**src/rtl/hcl_pkg.sv**
```systemverilog
// Package for the hex cube line drawer: widths, limits and shared types.
// Used by the interfaces, the controller, the datapath and the top level.
package hcl_pkg;
	localparam int COORD_BITS = 12;
	localparam int MAX_STEPS = 63;
	localparam int IDX_BITS = 6;
	localparam int DIST_BITS = COORD_BITS + 2;
	localparam int NUM_BITS = COORD_BITS + IDX_BITS + 4;
	localparam int DIV_CNT_BITS = 5;
	localparam int DIV_ITERS = NUM_BITS;

	typedef logic signed [COORD_BITS-1:0] coord_t;

	typedef struct packed {
		coord_t src_x;
		coord_t src_y;
		coord_t src_z;
		coord_t dst_x;
		coord_t dst_y;
		coord_t dst_z;
	} req_t;

	typedef struct packed {
		coord_t cell_x;
		coord_t cell_y;
		coord_t cell_z;
		logic [IDX_BITS-1:0] step_index;
		logic last;
		logic too_far;
	} cell_t;

	typedef struct packed {
		logic load;
		logic div_start;
		logic [1:0] axis;
		logic finish;
		logic next_step;
	} cmd_t;

	typedef struct packed {
		logic too_far;
		logic single;
		logic div_done;
		logic at_end;
	} stat_t;
endpackage

```
**src/rtl/hcl_req_if.sv**
```systemverilog
// Valid/ready channel carrying one line request.
// Depends on hcl_pkg.
interface hcl_req_if;
	logic valid;
	logic ready;
	hcl_pkg::req_t data;
	modport source (output valid, output data, input ready);
	modport sink (input valid, input data, output ready);
endinterface

```
**src/rtl/hcl_cell_if.sv**
```systemverilog
// Valid/ready channel carrying one path cell.
// Depends on hcl_pkg.
interface hcl_cell_if;
	logic valid;
	logic ready;
	hcl_pkg::cell_t data;
	modport source (output valid, output data, input ready);
	modport sink (input valid, input data, output ready);
endinterface

```
**src/rtl/hcl_ctrl.sv**
```systemverilog
// Controller state machine of the hex cube line drawer.
// Depends on hcl_pkg; drives the datapath through cmd_t and reads stat_t.
module hcl_ctrl (
	input logic clk,
	input logic arst_n,
	input logic in_valid,
	output logic in_ready,
	output logic out_valid,
	input logic out_ready,
	input hcl_pkg::stat_t stat,
	output hcl_pkg::cmd_t cmd
);
	typedef enum logic [5:0] {
		S_IDLE = 6'b000001,
		S_CHECK = 6'b000010,
		S_DSTART = 6'b000100,
		S_DWAIT = 6'b001000,
		S_FIN = 6'b010000,
		S_OUT = 6'b100000
	} state_t;

	state_t state_q, state_d;
	logic [1:0] axis_q, axis_d;

	always_ff @(posedge clk or negedge arst_n) begin
		if (!arst_n) begin
			state_q <= S_IDLE;
			axis_q <= 2'd0;
		end else begin
			state_q <= state_d;
			axis_q <= axis_d;
		end
	end

	always_comb begin
		state_d = state_q;
		axis_d = axis_q;
		cmd = '0;
		cmd.axis = axis_q;
		in_ready = 1'b0;
		out_valid = 1'b0;
		case (state_q)
			S_IDLE: begin
				in_ready = 1'b1;
				if (in_valid) begin
					cmd.load = 1'b1;
					state_d = S_CHECK;
				end
			end
			S_CHECK: begin
				if (stat.too_far || stat.single) begin
					state_d = S_OUT;
				end else begin
					axis_d = 2'd0;
					state_d = S_DSTART;
				end
			end
			S_DSTART: begin
				cmd.div_start = 1'b1;
				state_d = S_DWAIT;
			end
			S_DWAIT: begin
				if (stat.div_done) begin
					if (axis_q == 2'd2) begin
						state_d = S_FIN;
					end else begin
						axis_d = axis_q + 2'd1;
						state_d = S_DSTART;
					end
				end
			end
			S_FIN: begin
				cmd.finish = 1'b1;
				state_d = S_OUT;
			end
			S_OUT: begin
				out_valid = 1'b1;
				if (out_ready) begin
					if (stat.at_end) begin
						state_d = S_IDLE;
					end else begin
						cmd.next_step = 1'b1;
						axis_d = 2'd0;
						state_d = S_DSTART;
					end
				end
			end
			default: state_d = S_IDLE;
		endcase
	end
endmodule

```
**src/rtl/hcl_dp.sv**
```systemverilog
// Datapath of the hex cube line drawer: distance, shared restoring divider,
// rounding and the cube fix-up. Depends on hcl_pkg.
module hcl_dp (
	input logic clk,
	input logic arst_n,
	input hcl_pkg::req_t req,
	input hcl_pkg::cmd_t cmd,
	output hcl_pkg::stat_t stat,
	output hcl_pkg::cell_t tile
);
	localparam int CB = hcl_pkg::COORD_BITS;
	localparam int DB = hcl_pkg::DIST_BITS;
	localparam int NB = hcl_pkg::NUM_BITS;
	localparam int IB = hcl_pkg::IDX_BITS;

	logic signed [CB-1:0] s_q [3];
	logic signed [CB:0] dd_q [3];
	logic [DB-1:0] n_q;
	logic [IB-1:0] i_q;
	logic far_q, single_q;
	logic signed [NB-1:0] num_q [3];
	logic signed [NB-1:0] r_q [3];
	logic [NB-1:0] res_q [3];

	logic [NB-1:0] div_rem_q, div_quo_q, div_a_q;
	logic [hcl_pkg::DIV_CNT_BITS-1:0] div_cnt_q;
	logic div_busy_q, div_done_q;

	logic signed [CB:0] dl [3];
	logic [DB-1:0] sum_abs;
	logic signed [CB:0] a0, a1, a2;

	always_comb begin
		dl[0] = {req.dst_x[CB-1], req.dst_x} - {req.src_x[CB-1], req.src_x};
		dl[1] = {req.dst_y[CB-1], req.dst_y} - {req.src_y[CB-1], req.src_y};
		dl[2] = {req.dst_z[CB-1], req.dst_z} - {req.src_z[CB-1], req.src_z};
		a0 = dl[0] < 0 ? -dl[0] : dl[0];
		a1 = dl[1] < 0 ? -dl[1] : dl[1];
		a2 = dl[2] < 0 ? -dl[2] : dl[2];
		sum_abs = DB'(unsigned'(a0)) + DB'(unsigned'(a1)) + DB'(unsigned'(a2));
	end

	logic [DB-1:0] n_d;
	assign n_d = sum_abs >> 1;

	// Current numerator S*N + (D-S)*i and its magnitude doubled plus N.
	logic signed [NB-1:0] cur_num;
	logic [NB-1:0] cur_abs, div_a_d, two_n;
	assign cur_num = num_q[cmd.axis];
	assign cur_abs = cur_num < 0 ? NB'(-cur_num) : NB'(cur_num);
	assign div_a_d = (cur_abs << 1) + NB'(n_q);
	assign two_n = NB'(n_q) << 1;

	logic [NB:0] trial;
	assign trial = {div_rem_q, div_a_q[NB-1]} - {1'b0, two_n};

	logic signed [NB-1:0] q_signed, rn, resd;
	assign q_signed = cur_num < 0 ? -signed'(div_quo_q) : signed'(div_quo_q);
	assign rn = NB'(q_signed * signed'(NB'(n_q)));
	assign resd = rn - cur_num;

	always_ff @(posedge clk or negedge arst_n) begin
		if (!arst_n) begin
			div_busy_q <= 1'b0;
			div_done_q <= 1'b0;
			div_cnt_q <= '0;
		end else begin
			div_done_q <= 1'b0;
			if (cmd.div_start) begin
				div_busy_q <= 1'b1;
				div_cnt_q <= '0;
			end else if (div_busy_q) begin
				div_cnt_q <= div_cnt_q + 1'b1;
				if (div_cnt_q == hcl_pkg::DIV_CNT_BITS'(hcl_pkg::DIV_ITERS - 1)) begin
					div_busy_q <= 1'b0;
					div_done_q <= 1'b1;
				end
			end
		end
	end

	always_ff @(posedge clk) begin
		if (cmd.load) begin
			s_q[0] <= req.src_x;
			s_q[1] <= req.src_y;
			s_q[2] <= req.src_z;
			for (int k = 0; k < 3; k++) begin
				dd_q[k] <= dl[k];
				num_q[k] <= '0;
			end
			n_q <= n_d;
			i_q <= '0;
			far_q <= n_d > DB'(hcl_pkg::MAX_STEPS);
			single_q <= (n_d == '0) || (dl[0] == 0 && dl[1] == 0 && dl[2] == 0);
		end else if (cmd.next_step) begin
			i_q <= i_q + 1'b1;
			for (int k = 0; k < 3; k++)
				num_q[k] <= num_q[k] + NB'(dd_q[k]);
		end else if (cmd.div_start && i_q == '0) begin
			for (int k = 0; k < 3; k++)
				num_q[k] <= NB'(s_q[k]) * signed'(NB'(n_q));
		end
		if (cmd.div_start) begin
			div_a_q <= (i_q == '0) ? '0 : div_a_d;
			div_rem_q <= '0;
			div_quo_q <= '0;
		end else if (div_busy_q) begin
			div_a_q <= div_a_q << 1;
			if (!trial[NB]) begin
				div_rem_q <= trial[NB-1:0];
				div_quo_q <= {div_quo_q[NB-2:0], 1'b1};
			end else begin
				div_rem_q <= {div_rem_q[NB-2:0], div_a_q[NB-1]};
				div_quo_q <= {div_quo_q[NB-2:0], 1'b0};
			end
		end
		if (div_done_q) begin
			r_q[cmd.axis] <= q_signed;
			res_q[cmd.axis] <= resd < 0 ? NB'(-resd) : NB'(resd);
		end
	end

	// The first division starts before the step-zero numerators settle. At
	// step zero every coordinate divides exactly with no residual, so the cell
	// is the source with z recomputed from x and y.
	logic signed [NB-1:0] fx, fy, fz;
	always_comb begin
		fx = r_q[0];
		fy = r_q[1];
		fz = r_q[2];
		if (i_q == '0) begin
			fx = NB'(s_q[0]);
			fy = NB'(s_q[1]);
			fz = -NB'(s_q[0]) - NB'(s_q[1]);
		end else if (res_q[0] > res_q[1] && res_q[0] > res_q[2]) begin
			fx = -r_q[1] - r_q[2];
		end else if (res_q[1] > res_q[2]) begin
			fy = -r_q[0] - r_q[2];
		end else begin
			fz = -r_q[0] - r_q[1];
		end
	end

	always_ff @(posedge clk) begin
		if (cmd.load) begin
			tile <= '0;
		end else if (cmd.finish) begin
			tile.cell_x <= fx[CB-1:0];
			tile.cell_y <= fy[CB-1:0];
			tile.cell_z <= fz[CB-1:0];
			tile.step_index <= i_q;
			tile.last <= (DB'(i_q) == n_q);
			tile.too_far <= 1'b0;
		end else if (far_q && !cmd.div_start && i_q == '0 && !div_busy_q) begin
			tile.cell_x <= '0;
			tile.cell_y <= '0;
			tile.cell_z <= '0;
			tile.step_index <= '0;
			tile.last <= 1'b1;
			tile.too_far <= 1'b1;
		end else if (single_q && !far_q && i_q == '0 && !div_busy_q) begin
			tile.cell_x <= s_q[0];
			tile.cell_y <= s_q[1];
			tile.cell_z <= s_q[2];
			tile.step_index <= '0;
			tile.last <= 1'b1;
			tile.too_far <= 1'b0;
		end
	end

	assign stat.too_far = far_q;
	assign stat.single = single_q;
	assign stat.div_done = div_done_q;
	assign stat.at_end = far_q || single_q || (DB'(i_q) == n_q);
endmodule

```
**src/rtl/hex_cube_line_draw.sv**
```systemverilog
// Top level of the hex cube line drawer: request and cell channels.
// Depends on hcl_pkg, hcl_req_if, hcl_cell_if, hcl_ctrl and hcl_dp.
//
// Each request gives two cube cells and yields the N+1 cells of the line
// between them, or one cell flagged too_far when N exceeds 63. Every cell of
// a path, the first included, needs three divisions on one shared restoring
// divider of 22 iterations, run in turn through S_DSTART and S_DWAIT, and a
// finished cell is held in S_OUT until the output is ready. A single cell or
// a too_far result goes from S_CHECK straight to S_OUT after its request is
// taken. A new request is taken only after the last cell is delivered.
module hex_cube_line_draw (
	input logic clk,
	input logic arst_n,
	hcl_req_if.sink req,
	hcl_cell_if.source tile
);
	hcl_pkg::cmd_t cmd;
	hcl_pkg::stat_t stat;

	hcl_ctrl u_ctrl (
		.clk(clk),
		.arst_n(arst_n),
		.in_valid(req.valid),
		.in_ready(req.ready),
		.out_valid(tile.valid),
		.out_ready(tile.ready),
		.stat(stat),
		.cmd(cmd)
	);

	hcl_dp u_dp (
		.clk(clk),
		.arst_n(arst_n),
		.req(req.data),
		.cmd(cmd),
		.stat(stat),
		.tile(tile.data)
	);
endmodule

```
**src/flat_wrapper.sv**
```systemverilog
// flat-port wrapper written by rule: the top's interface ports become plain ports
module hex_cube_line_draw_flat 
  (clk, arst_n, req_valid, req_data, req_ready, tile_valid, tile_data, tile_ready);
  hcl_req_if req_i ();
  hcl_cell_if tile_i ();
  input logic clk;
  input logic arst_n;
  input wire logic [$bits(req_i.valid)-1:0] req_valid;
  input wire logic [$bits(req_i.data)-1:0] req_data;
  output wire logic [$bits(req_i.ready)-1:0] req_ready;
  output wire logic [$bits(tile_i.valid)-1:0] tile_valid;
  output wire logic [$bits(tile_i.data)-1:0] tile_data;
  input wire logic [$bits(tile_i.ready)-1:0] tile_ready;
  assign req_i.valid = req_valid;
  assign req_i.data = req_data;
  assign req_ready = req_i.ready;
  assign tile_valid = tile_i.valid;
  assign tile_data = tile_i.data;
  assign tile_i.ready = tile_ready;
  hex_cube_line_draw u_core (.clk(clk), .arst_n(arst_n), .req(req_i), .tile(tile_i));
endmodule
```
**config.mk**
```make
export PLATFORM = sky130hd
export DESIGN_NAME = hex_cube_line_draw_flat
export DESIGN_NICKNAME = d
export VERILOG_FILES = /design/src/rtl/hcl_pkg.sv /design/src/rtl/hcl_req_if.sv /design/src/rtl/hcl_cell_if.sv /design/src/rtl/hcl_ctrl.sv /design/src/rtl/hcl_dp.sv /design/src/rtl/hex_cube_line_draw.sv /design/src/flat_wrapper.sv
export SDC_FILE = /design/constraint.sdc
export NUM_CORES = 2
export LEC_CHECK = 0
export BUFFER_PORTS_ARGS = -buffer_cell sky130_fd_sc_hd__buf_2
export CORE_MARGIN = 8
export CORE_UTILIZATION = 60
export DETAILED_ROUTE_END_ITERATION = 16
export GPL_TIMING_DRIVEN = 0
export PLACE_DENSITY = 0.79
export SYNTH_ARGS = -nofsm -noshare
export SYNTH_HDL_FRONTEND = slang
export SYNTH_SLANG_ARGS = --single-unit
```
**constraint.sdc**
```tcl
create_clock -name clk -period 18.6 [get_ports clk]
set_input_delay 3.72 -clock clk [delete_from_list [all_inputs] [get_ports clk]]
set_output_delay 3.72 -clock clk [all_outputs]
set_load 0.01 [all_outputs]
```
==> summary.md <==
| Metric | Value |
|---|---|
| Adder-Cell Fraction of Synth Area | 0.3548 |
| Max-Cap Viols | 0 |
| Worst r2r dst | u_core.u_dp.res_q[0][21] |
| First-pass GRT wire length | 227100 um |
| CP max FO | 12 |
| Max stage delay cell, worst path | nor4b_1 |
| Antenna violations before repair | 7 |
| Synth cell types | 91 |
| Final worst path period need | 11790 ps |
| Dpl hpwl | 121500 um |
| DR WL/cell | 23.13 um |
| Worst r2r src | u_core.u_ctrl.axis_q[0] |
| Cts bufs inserted | 46 |
| Critical path launch point | u_core.u_ctrl.axis_q[0] |
| Worst Setup Start Kind | flip-flop |
| Mapped Area | 0.04756 mm^2 |
| Crit end category | flip-flop |
| Syn Inst Count | 5192 |
| Site Rows | 103 |
| CTS tree | done |
| Die area | 0.08852 mm^2 |
| EDFF count, synth | 280 |
| I/O pin count | 122 |
| Synth warnings | 0 |
| Die Width | 297.5 um |
| Vias in the first global route | 38930 |
| Slew @ Worst Pin | 1484 ps |
| Post-CTS Setup Bufs | 0 |
| Hold_sp | u_core.u_dp.div_a_q[21] |
| Max clock buf depth | 3 |
| XOR/XNOR Fraction of Synth Area | 0.06896 |
| Async SR Flop Fraction | 0.03856 |
| # setup viols final | 0 |
| #FFs+latches synth | 389 |
| DRC | 0 |
| Top_reg_cell synth | edfxtp_1 |
| Iteration-0 DRC count of the detailed router | 3817 |
| CP Data Arrival Time | 12120 ps |
| Avg Vias per Cell | 5.982 |
| CTS Hold Bufs | 0 |
| Syn Area/Cell | 9.159 um^2 |
| Total Nets Final | 6476 |
| Worst r2r path cells | 32 |
| Initial Util | 0.6039 |
| Largest net degree at the start of global routing | 69 |
| Setup TNS | 0 ps |
| Register area share after synthesis | 0.2243 |
| Met1 Use GR | 0.4127 |
| Largest family of logic cells by synthesized area | adder cells |
| Num Clock Sinks | 389 |
| R2R setup slack | 6810 ps |
| CP max stage delay | 750 ps |
| Fin. Hold Viols | 0 |
| Final Max Slew Viols | 0 |
| Gr usage total | 0.3316 |
| Met3 GRT Util | 0.07878 |
| Layout area overhead | 7.535% |
| Final WL | 149300 um |
| Worst setup endpoint | u_core.u_dp.res_q[0][21] |
| Final Cycle Share | 0.6341 |
| Via count of the routed design | 38630 |
| Clock transition at the registers of the reported paths | 60 ps |
| Max transition margin | 0.01046 |
| Fmax | 84.79 MHz |
| DRT antenna net count | 0 |
| Core area | 0.07874 mm^2 |
| Share of layout cells above drive strength 1 | 0.05165 |
| Gr busiest metal | met2 |
| Post-synthesis mux area share | 0.02213 |
| RSZ-0062 raised after global routing | no |
| GR Util met2 | 0.5236 |
| CTS resizes | 0 |
| Global route total overflow | 0 |
| Clock root buffer | clkbuf_16 |
| Chip height | 297.5 um |
| HP Class | reg2reg |
| Kind of critical path | reg2reg |
| Fill count | 6377 |
| Synth Area in Compound Gates | 0.1083 |
| Simple-gate portion of the synthesized area | 0.1361 |
| Critical path required time | 18930 ps |
| Status | completed |
| Worst skew pair latency | 650 ps |
| Initial DRT Pass Iterations | 9 |
| CTS HTree Levels | 2 |
| Crit-path most repeated cell | fa_1 |
| Number of nets produced by synthesis | 6304 |
| Buffers on Ports | 121 |
| GPL Wtd Cong | 1.019 |
| Skew final | 63.44 ps |
[metrics by stage]
stage | cells | util | hold slack (ps) | cell area [um^2] | worst slack (ps)
after global routing | 6452 | 0.6493 | 529.2 | 51130 | 6612
after global placement | 6363 | 0.6283 | 479.6 | 49480 | 7256
final | 6457 | 0.6495 | 497.3 | 51140 | 6807
after CTS | 6452 | 0.6492 | 500.0 | 51120 | 7090
after floorplan | 5192 | - | 456.8 | 47560 | 9386
after detailed placement | 6366 | 0.6295 | 483.1 | 49570 | 7108
[kinds of logic (layout without fill, tap and decap cells)]
| logic type | after synthesis | in the layout |
|---|---|---|
| flops | 389 | 389 |
| fa+ha+maj | 1036 | 1036 |
| other cells | 0 | 5 |
| simple gates | 1415 | 1415 |
| xor+xnor | 367 | 367 |
| buf+inv | 1079 | 1289 |
| mux | 103 | 103 |
| compound gates | 803 | 803 |
[layer usage]
metal / vias up / part of all wire
met5: - / 0.00031
met4: 6 / 0.072
met3: 532 / 0.11
met2: 2046 / 0.45
met1: 18730 / 0.37
li1: 17310 / -
[how the worst min path moves through the flow]
stage / endpoint / slack (ps) / cells past startpoint
after floorplan: u_core.u_dp.div_rem_q[0] / 460 / 2
after global placement: u_core.u_dp.tile[4] / 480 / 2
after detailed placement: u_core.u_dp.tile[4] / 480 / 2
after CTS: u_core.u_dp.tile[4] / 500 / 2
after global routing: u_core.u_dp.div_rem_q[0] / 530 / 2
final: u_core.u_dp.div_rem_q[0] / 500 / 2
[sequential cells by signal, summed over array words and instances (netlist names)]
register,count
u_core.u_dp.div_quo_q,22
u_core.u_dp.res_q,66
u_core.u_dp.dd_q,39
u_core.u_dp.n_q,13
u_core.u_dp.i_q,6
u_core.u_dp.far_q,1
u_core.u_dp.div_done_q,1
u_core.u_dp.div_cnt_q,5
u_core.u_ctrl.axis_q,2
u_core.u_dp.num_q,66
u_core.u_dp.div_busy_q,1
u_core.u_dp.div_rem_q,22
u_core.u_dp.single_q,1
u_core.u_dp.tile,44
u_core.u_dp.div_a_q,22
u_core.u_ctrl.state_q,6
u_core.u_dp.r_q,36
u_core.u_dp.s_q,36
[area by class of cell]
type	instances	area, um^2	area share
antenna	5	12.51	0.0002447
clock inverter	27	332.8	0.006508
inverter	901	3382	0.06613
sequential	389	10670	0.2086
clock buffer	59	1220	0.02385
multi-input combinational	3724	32850	0.6424
timing repair buffer	124	673.1	0.01316
buffer	178	685.7	0.01341
tap	1050	1314	0.02569
[synth_stat cells (19+ instances only)]
| master | number | area [um^2] |
|---|---|---|
| o21ai_0 | 177 | 885.9 |
| nor3_1 | 52 | 260.3 |
| and3_1 | 21 | 131.4 |
| and2_1 | 118 | 738.2 |
| nand2_1 | 587 | 2203 |
| ha_1 | 515 | 6444 |
| a31oi_1 | 29 | 181.4 |
| a21oi_1 | 216 | 1081 |
| mux2i_1 | 86 | 860.8 |
| xor2_1 | 126 | 1104 |
| nor4_1 | 19 | 118.9 |
| nand3_1 | 40 | 200.2 |
| a21o_1 | 78 | 585.6 |
| dfxtp_1 | 94 | 1882 |
| o21bai_1 | 31 | 232.7 |
| nor2_1 | 372 | 1396 |
| o22ai_1 | 47 | 294.0 |
| fa_1 | 521 | 10430 |
| nand4_1 | 23 | 143.9 |
| clkbuf_1 | 160 | 600.6 |
| inv_1 | 885 | 3322 |
| nor2b_1 | 49 | 306.5 |
| nand2b_1 | 43 | 269.0 |
| o21a_1 | 29 | 217.7 |
| edfxtp_1 | 280 | 8408 |
| xnor2_1 | 234 | 2049 |
[cell usage in the layout, fill, tap and decap left out, types with 18 or more instances in the layout]
master     Yosys  final
ha_1         515    515
nor2_1       372    372
o21bai_1      31     31
nand4_1       23     23
or3_1         18     18
nand2b_1      43     43
buf_2          5    126
mux2i_1       86     86
and3_1        21     21
o22ai_1       47     47
nand3_1       40     39
clkbuf_1     160    170
and2_1       118    115
nor4_1        19     19
xnor2_1      234    234
nand2_1      587    587
a211oi_1      18     18
nor3_1        52     52
o21a_1        29     29
a21oi_1      216    216
xor2_1       126    126
o21ai_0      177    177
nor2b_1       49     49
a21o_1        78     78
clkbuf_16      0     46
a21boi_0      18     18
inv_1        885    885
fa_1         521    521
edfxtp_1     280    280
a31oi_1       29     29
dfxtp_1       94     94
[worst max-delay path, delay by kind of cell, from the launching register on]
kind	cells	cell delay (ps)
simple gates	6	1890
flops	1	460
buf+inv	10	3190
xor+xnor	2	950
mux	1	440
fa+ha+maj	7	2960
compound gates	6	1570
Power is not shown: default switching activity piles up to over one toggle a cycle in this logic, so the estimate is an artifact.
